File: src/hdl/etl_pkg.sv
// Shared types, codes and saturating Q32.32 helpers for the enthalpy table core.
// Used by etl_unit and enthalpy_temperature_table_lookup_core; no dependencies.
`default_nettype none
package etl_pkg;

	localparam int TABLE_ENTRIES_DEF = 128;
	localparam int TEMP_W            = 45;
	localparam int VAL_W             = 64;
	localparam int KIND_W            = 2;
	localparam int REG_IDX_W         = 3;

	// Item kinds
	localparam logic [KIND_W-1:0] KIND_BUILD = 2'd0;
	localparam logic [KIND_W-1:0] KIND_INV   = 2'd1;
	localparam logic [KIND_W-1:0] KIND_FWD   = 2'd2;

	// Register indexes
	localparam logic [REG_IDX_W-1:0] REG_MELT = 3'd0;
	localparam logic [REG_IDX_W-1:0] REG_BOIL = 3'd1;
	localparam logic [REG_IDX_W-1:0] REG_CAPA = 3'd2;
	localparam logic [REG_IDX_W-1:0] REG_CAPB = 3'd3;
	localparam logic [REG_IDX_W-1:0] REG_CAPC = 3'd4;
	localparam logic [REG_IDX_W-1:0] REG_CAPD = 3'd5;

	localparam logic signed [VAL_W-1:0] VAL_MAX   = 64'sh7FFF_FFFF_FFFF_FFFF;
	localparam logic signed [VAL_W-1:0] VAL_MIN   = 64'sh8000_0000_0000_0000;
	// ceil(2^65 / 3): floor(m / 3) is bits 127:65 of m times this
	localparam logic [VAL_W-1:0]        RECIP_THREE = 64'hAAAA_AAAA_AAAA_AAAB;

	typedef enum logic {OP_MUL, OP_DIV} unit_op_t;

	// Request to the shared multiply/divide unit
	typedef struct packed {
		logic          start;
		unit_op_t      op;
		logic [63:0]   mul_a;
		logic [63:0]   mul_b;
		logic [127:0]  dividend;
		logic [63:0]   divisor;
	} unit_req_t;

	// Response from the shared unit; prod and quot hold until the next start
	typedef struct packed {
		logic          done;
		logic [127:0]  prod;
		logic [63:0]   quot;
		logic          ovf;
	} unit_rsp_t;

	function automatic logic [63:0] magn(input logic signed [63:0] x);
		return x[63] ? (~x + 64'd1) : x;
	endfunction

	// Apply sign to a magnitude and saturate
	function automatic logic signed [63:0] sat_pack(input logic neg, input logic [63:0] m,
			input logic ovf);
		logic signed [63:0] r;
		if (neg) begin
			r = (ovf || m[63]) ? VAL_MIN : -$signed(m);
		end else begin
			r = (ovf || m[63]) ? VAL_MAX : $signed(m);
		end
		return r;
	endfunction

	function automatic logic signed [63:0] sat_add(input logic signed [63:0] a,
			input logic signed [63:0] b);
		logic signed [64:0] s;
		logic signed [63:0] r;
		s = 65'(a) + 65'(b);
		if (s[64] != s[63]) begin
			r = s[64] ? VAL_MIN : VAL_MAX;
		end else begin
			r = s[63:0];
		end
		return r;
	endfunction

	function automatic logic signed [63:0] sat_sub(input logic signed [63:0] a,
			input logic signed [63:0] b);
		logic signed [64:0] s;
		logic signed [63:0] r;
		s = 65'(a) - 65'(b);
		if (s[64] != s[63]) begin
			r = s[64] ? VAL_MIN : VAL_MAX;
		end else begin
			r = s[63:0];
		end
		return r;
	endfunction

endpackage
`default_nettype wire

File: src/hdl/etl_unit.sv
// Shared iterative arithmetic unit: 64x64 multiply from four 32x32 partial
// products, and 128/64 restoring division one bit a cycle. Depends on etl_pkg.
`default_nettype none
module etl_unit (
	input  wire logic             clk,
	input  wire logic             arst_n,
	input  wire etl_pkg::unit_req_t req,
	output etl_pkg::unit_rsp_t    rsp
);
	import etl_pkg::*;

	logic           busy_q;
	logic           done_q;
	unit_op_t       op_q;
	logic [6:0]     cnt_q;
	logic [63:0]    xa_q, xb_q;
	logic [63:0]    pp_q;
	logic [1:0]     shp_q;
	logic [127:0]   acc_q;
	logic [63:0]    den_q;
	logic [63:0]    rem_q;
	logic [127:0]   dvd_q;
	logic [63:0]    quot_q;
	logic           ovf_q;

	logic [64:0]    trial;
	logic           ge;
	logic [64:0]    diff;

	// Restoring division step
	assign trial = {rem_q, dvd_q[127]};
	assign ge    = trial >= {1'b0, den_q};
	assign diff  = trial - {1'b0, den_q};

	always_ff @(posedge clk or negedge arst_n) begin
		if (!arst_n) begin
			busy_q <= 1'b0;
			done_q <= 1'b0;
			cnt_q  <= '0;
		end else begin
			done_q <= 1'b0;
			if (req.start) begin
				busy_q <= 1'b1;
				cnt_q  <= '0;
			end else if (busy_q) begin
				cnt_q <= cnt_q + 7'd1;
				if (op_q == OP_MUL) begin
					if (cnt_q == 7'd4) begin
						busy_q <= 1'b0;
						done_q <= 1'b1;
					end
				end else begin
					if (cnt_q == 7'd127) begin
						busy_q <= 1'b0;
						done_q <= 1'b1;
					end
				end
			end
		end
	end

	// Datapath: load operands, then multiply or divide
	always_ff @(posedge clk) begin
		if (req.start) begin
			op_q   <= req.op;
			xa_q   <= req.mul_a;
			xb_q   <= req.mul_b;
			acc_q  <= '0;
			dvd_q  <= req.dividend;
			den_q  <= req.divisor;
			rem_q  <= '0;
			quot_q <= '0;
			ovf_q  <= 1'b0;
		end else if (busy_q) begin
			if (op_q == OP_MUL) begin
				if (cnt_q < 7'd4) begin
					pp_q  <= xa_q[cnt_q[1]*32 +: 32] * xb_q[cnt_q[0]*32 +: 32];
					shp_q <= 2'(cnt_q[1]) + 2'(cnt_q[0]);
				end
				if (cnt_q != 7'd0) begin
					acc_q <= acc_q + ({64'b0, pp_q} << {shp_q, 5'b0});
				end
			end else begin
				dvd_q  <= {dvd_q[126:0], 1'b0};
				rem_q  <= ge ? diff[63:0] : trial[63:0];
				quot_q <= {quot_q[62:0], ge & cnt_q[6]};
				ovf_q  <= ovf_q | (ge & ~cnt_q[6]);
			end
		end
	end

	assign rsp = {done_q, acc_q, quot_q, ovf_q};

endmodule
`default_nettype wire

File: config.mk
export PLATFORM = sky130hd
export DESIGN_NAME = etl_unit
export DESIGN_NICKNAME = d
export VERILOG_FILES = /design/src/hdl/etl_pkg.sv /design/src/hdl/etl_unit.sv
export SDC_FILE = /design/constraint.sdc
export NUM_CORES = 2
export LEC_CHECK = 0
export BUFFER_PORTS_ARGS = -buffer_cell sky130_fd_sc_hd__buf_2
export CAP_MARGIN = 10
export CORE_ASPECT_RATIO = 0.75
export CORE_MARGIN = 1.5
export CORE_UTILIZATION = 69
export CTS_BUF_LIST = sky130_fd_sc_hd__clkbuf_4
export DETAILED_ROUTE_END_ITERATION = 8
export MAX_ROUTING_LAYER = met4
export PLACE_DENSITY = 0.95
export SLEW_MARGIN = 20
export SYNTH_ARGS = -nofsm -noshare
export SYNTH_HDL_FRONTEND = slang
export SYNTH_SLANG_ARGS = --single-unit
File: constraint.sdc
create_clock -name clk -period 15.22 [get_ports clk]
set_clock_uncertainty 0.15 [all_clocks]
set_input_delay 1.522 -clock clk [delete_from_list [all_inputs] [get_ports clk]]
set_output_delay 1.522 -clock clk [all_outputs]
set_load 0.01 [all_outputs]
* Word-level counts from Yosys, hierarchy flattened
Cells that the tools add are included.
** Word-level totals
- Register bits after elaboration :: 653
- Output and inout port bits :: 194
- Logic and storage cells :: 55
** Cells by class
- Add/sub/neg operators :: 4
- Multipliers :: 1
- Order comparisons :: 2
- Equality and inequality tests :: 2
- Shift operators :: 3
- Mux-type cells :: 16
- Bitwise logic cells :: 6
- Reduce and logical (&&, ||, !) cells :: 7
** Operators with widths (count)
- $mux W128 :: 3
- $add A128 B128 Y128 :: 1
- $shiftx A64 B7 Y32 :: 2
- $shl A64 B7 Y128 :: 1
- $ge A65 B64 Y1 :: 1
- $mul A32 B32 Y64 :: 1
- $mux W64 :: 1
- $sub A64 B64 Y64 :: 1
- $mux W7 :: 2
- $mux W1 :: 10
- $add A7 B1 Y7 const B :: 1
- $eq A7 B3 Y1 const B :: 1
- $eq A7 B7 Y1 const B :: 1
- $lt A7 B3 Y1 const B :: 1
- $reduce_bool A7 Y1 :: 1
- $reduce_and A2 Y1 :: 2
- $reduce_and A4 Y1 :: 1
- $reduce_bool A2 Y1 :: 2
- $not A1 Y1 :: 3
- $reduce_and A3 Y1 :: 1
- $add A1 B1 Y2 :: 1
- $and A1 B1 Y1 :: 2
- $or A1 B1 Y1 :: 1

* Logic depth before layout (Yosys ltp)
- Depth after elaboration :: 5
- Depth in mapped cells :: 35
- Depth with buffers taken out :: 30

* Least setup slack after synthesis
Ideal clock, no wire load.
- Path type :: reg2reg
- From :: register cnt_q[1]
- To :: register pp_q[63] (data pin)
- Library setup time :: 0.260 ns
- Data arrival time :: 8.756 ns
- Required time :: 14.810 ns
- Slack :: 6.054 ns
- Stages on the path, launching flop included :: 31
- Buffers on the path :: 4
- Cells stage by stage :: dfrtp_1 clkbuf_1 clkbuf_1 clkbuf_1 mux2i_1 clkbuf_1 nor2_1 fa_1 inv_1 fa_1 inv_1 fa_1 fa_1 fa_1 fa_1 fa_1 inv_1 fa_1 inv_1 ha_1 a21o_1 a21o_1 a21oi_1 o21a_1 a41oi_4 a31o_1 a211o_2 a41oi_2 o2111ai_1 a221o_1 xnor2_1
** On the way
- Word-level cells in the longest chain between the ends :: 2
** RTL lines
- start: declaration :: line etl_unit.sv:15 : logic [6:0] cnt_q;
- start signal: assignment :: line etl_unit.sv:46 : cnt_q <= cnt_q + 7'd1;
- $shiftx A64 B7 Y32 :: line etl_unit.sv:77 : pp_q <= xa_q[cnt_q[1]*32 +: 32] * xb_q[cnt_q[0]*32 +: 32];
- $mul A32 B32 Y64 :: line etl_unit.sv:77
- end signal: assignment :: line etl_unit.sv:77
- end: declaration :: line etl_unit.sv:17 : logic [63:0] pp_q;
Every way passes these cells.
A chain may end at the register's enable or synchronous reset.

* Worst setup path after layout
- From :: register cnt_q[1]
- To :: register pp_q[62] (data pin)
Same word-level chain as after synthesis.

==> impl_metrics.json <==
{
  "critical_path.max_fanout": 35,
  "timing.slew.headroom_pct": 15.33,
  "dieWidth_um": 366.4,
  "drive_gt1_share_pct": 15.02,
  "grt-ovfl-total": 0,
  "cp-start-kind": "register",
  "worstSetupPathType": "register to register",
  "required_ns": 16.04,
  "grt_pass1_wl_um": 357300,
  "synth_top_cell_by_area": "fa_1",
  "setup_ws_ns": 4.544,
  "start_util_pct": 69.92,
  "slew_viol_final": 0,
  "placed_area_sq_um": 72150,
  "setup_tns_ns": 0,
  "hp-class": "input pin to register",
  "cts_resized": 0,
  "cts-buffers-inserted": 164,
  "pin_count": 518,
  "root_buffer": "clkbuf_4",
  "setup_violations": 0,
  "grt_pass1_vias": 58978,
  "hold_violations": 0,
  "netlist_area_sq_um": 68330,
  "clkSinkCount": 653,
  "synth_top_area_share_pct": 26.31,
  "htreeDepth": 4,
  "syn_to_final_growth_pct": 9.069,
  "fmax_ghz": 0.09367,
  "layout.nets": 9402,
  "wl_per_cell_um": 26.25,
  "tightest_slew_ns": 1.235,
  "netlist_top_cells_area": "fa_1 (26%), edfxtp_1 (17%), ha_1 (8.3%)",
  "rsz0062_at_grt": "no",
  "synth.distinct_cells": 97,
  "die_area_sq_um": 100900,
  "std_cell_rows": 99,
  "grt_usage_pct": 49.13,
  "status": "finished clean",
  "synth.avg_cell_area_sq_um": 9.337,
  "synth-edff-count": 387,
  "cap_violations": 0,
  "wl_um": 241800,
  "dpl_worst_slack_ns": 4.925,
  "clock_path_buffers": 3,
  "ys_ff_latch": 653,
  "syn-num-nets": 8996,
  "yosysSeqAreaShare_pct": 24.87,
  "dr.pass1.iters": 9,
  "coreArea_sq_um": 97730,
  "drtIter0Drc": 8637,
  "grt_max_degree": 86,
  "place.port_buffers": 517,
  "ys.flop_type": "edfxtp_1",
  "cts_tree": "yes",
  "cp-end-kind": "register",
  "crit_arrival_ns": 11.50,
  "clk_latency_ns": 1.25,
  "fin_area_sq_um": 74530,
  "antenna_left": 0,
  "yosysWarnings": 0,
  "via_per_inst": 6.511,
  "clk_pin_slew_ns": 0.08,
  "async_reset_ff_share_pct": 1.378,
  "place_hpwl_um": 185700,
  "antenna_found_initial": 30,
  "cpMaxStageDelayCell": "dfrtp_4",
  "fin_crit_ns": 10.68,
  "max_stage_delay_ns": 0.93,
  "synth_cells": 7318,
  "gp_congestion": 1.087,
  "period_share_pct": 70.14,
  "num_vias": 59977,
  "drc": 0,
  "die_h_um": 275.5,
  "cpMostUsedCell": "fa_1"
}
-- cell usage in the layout, fill, tap and decap left out, types with 30 or more instances in the layout --
cell / count
nand4_1: 88
diode_2: 35
buf_2: 516
and2_1: 44
ha_1: 456
inv_1: 1004
clkbuf_4: 240
o21bai_1: 66
dfxtp_1: 257
mux2i_2: 37
buf_4: 93
o21ai_0: 199
fa_1: 898
mux2i_1: 65
nor2_1: 890
nand3_1: 59
xnor2_1: 150
mux2_2: 190
edfxtp_1: 387
a31oi_1: 30
xor2_1: 85
nand2b_1: 37
clkinv_1: 38
nor3_1: 46
o21ai_1: 66
a21oi_1: 425
a21o_1: 159
nand2_1: 835
a22o_1: 103
-- Yosys cell counts, types with 19 or more instances --
cell	number
xnor2_1	150
a21o_1	159
o21ai_1	67
and3_1	26
nand2_1	835
mux2i_1	111
nor3_1	46
nor2_1	894
nand4_1	88
o21ai_0	199
edfxtp_1	387
nor2b_1	27
xor2_1	85
o21a_1	25
nand3_1	59
inv_1	1005
a31oi_1	30
o31ai_1	19
and2_1	44
buf_1	21
a22o_1	103
a21oi_1	426
dfxtp_1	257
nand2b_1	37
ha_1	456
fa_1	898
o21bai_1	66
clkbuf_1	331
mux2_2	190
-- registers in the layout, summed over array words and instances, names as in the netlist, 2 cells and up --
register and cells:
shp_q 2, xa_q 64, xb_q 64, cnt_q 7
acc_q 128, pp_q 64, quot_q 64, rem_q 64
dvd_q 128, den_q 64
-- critical path, delay by kind of cell (launching register included) --
kind	cells	cell delay, ns
adder cells (fa/ha/maj)	9	4.45
AO/OA/AOI/OAI	10	2.76
buffers and inverters	6	1.32
flip-flops	1	0.93
AND/OR/NAND/NOR	2	0.48
multiplexers	1	0.28
-- cell families (layout without fill, tap and decap cells) --
group / Yosys count / in the layout / synth area share, %
xor gates and xnor gates: 235 / 235 / 3.012
muxes: 302 / 302 / 4.774
other: 0 / 35 / 0
adders and majority gates: 1354 / 1354 / 34.66
DFF: 653 / 653 / 24.87
AOI/OAI and AO/OA: 1273 / 1273 / 12.02
and+or+nand+nor: 2123 / 2123 / 13.05
buffers and inverters: 1378 / 1924 / 7.621
-- routing by layer --
layer	GRT usage, %	routed length (um)	vias to the layer above
li1	-	-	24962
met1	64.88	90530	29063
met2	66.39	96840	4938
met5	-	0	-
met3	20.21	41850	1014
met4	21.03	12600	0
-- cell type report --
type	instances	area, sq um
repair buffers	612	3333
clock buffers	240	1802
inverters	1006	3779
diodes	35	87.58
flip-flops and latches	653	17000
clock inverters	66	454.2
well taps	1313	1643
multi-input cells	5287	46430
fillers	6646	23200
-- worst paths after layout --
kind	from	endpoint	slack (ns)	cells after the start
max in group asynchronous	arst_n	cnt_q[3]	14.00	2
worst max register to register	cnt_q[1]	pp_q[62]	4.54	28
min in group asynchronous	arst_n	cnt_q[0]	0.61	2
worst max-delay path	cnt_q[1]	pp_q[62]	4.54	28
worst min-delay path	req[259]	xa_q[3]	0.30	1
worst min register to register	rem_q[9]	rem_q[9]	0.33	2
-- per-stage QoR --
step | utilization (%) | std cells | hold slack [ns]
after detailed placement | 73.82 | 8869 | 0.3122
final | 76.26 | 9212 | 0.2959
after CTS | 76.14 | 9176 | 0.2201
after global routing | 76.25 | 9207 | 0.3083
after floorplan | - | 7318 | 0.2916
after global placement | 73.82 | 8869 | 0.3043
-- timing repair --
| item | in CTS | in global routing |
|---|---|---|
| hold buffers | 1 | 0 |
| hold endpoints to repair | 2 | 0 |
| setup buffers | 0 | 0 |
Power is left out: the tool's default activity adds up to more than one toggle a clock period on the data nets, which glitch-free logic cannot reach.
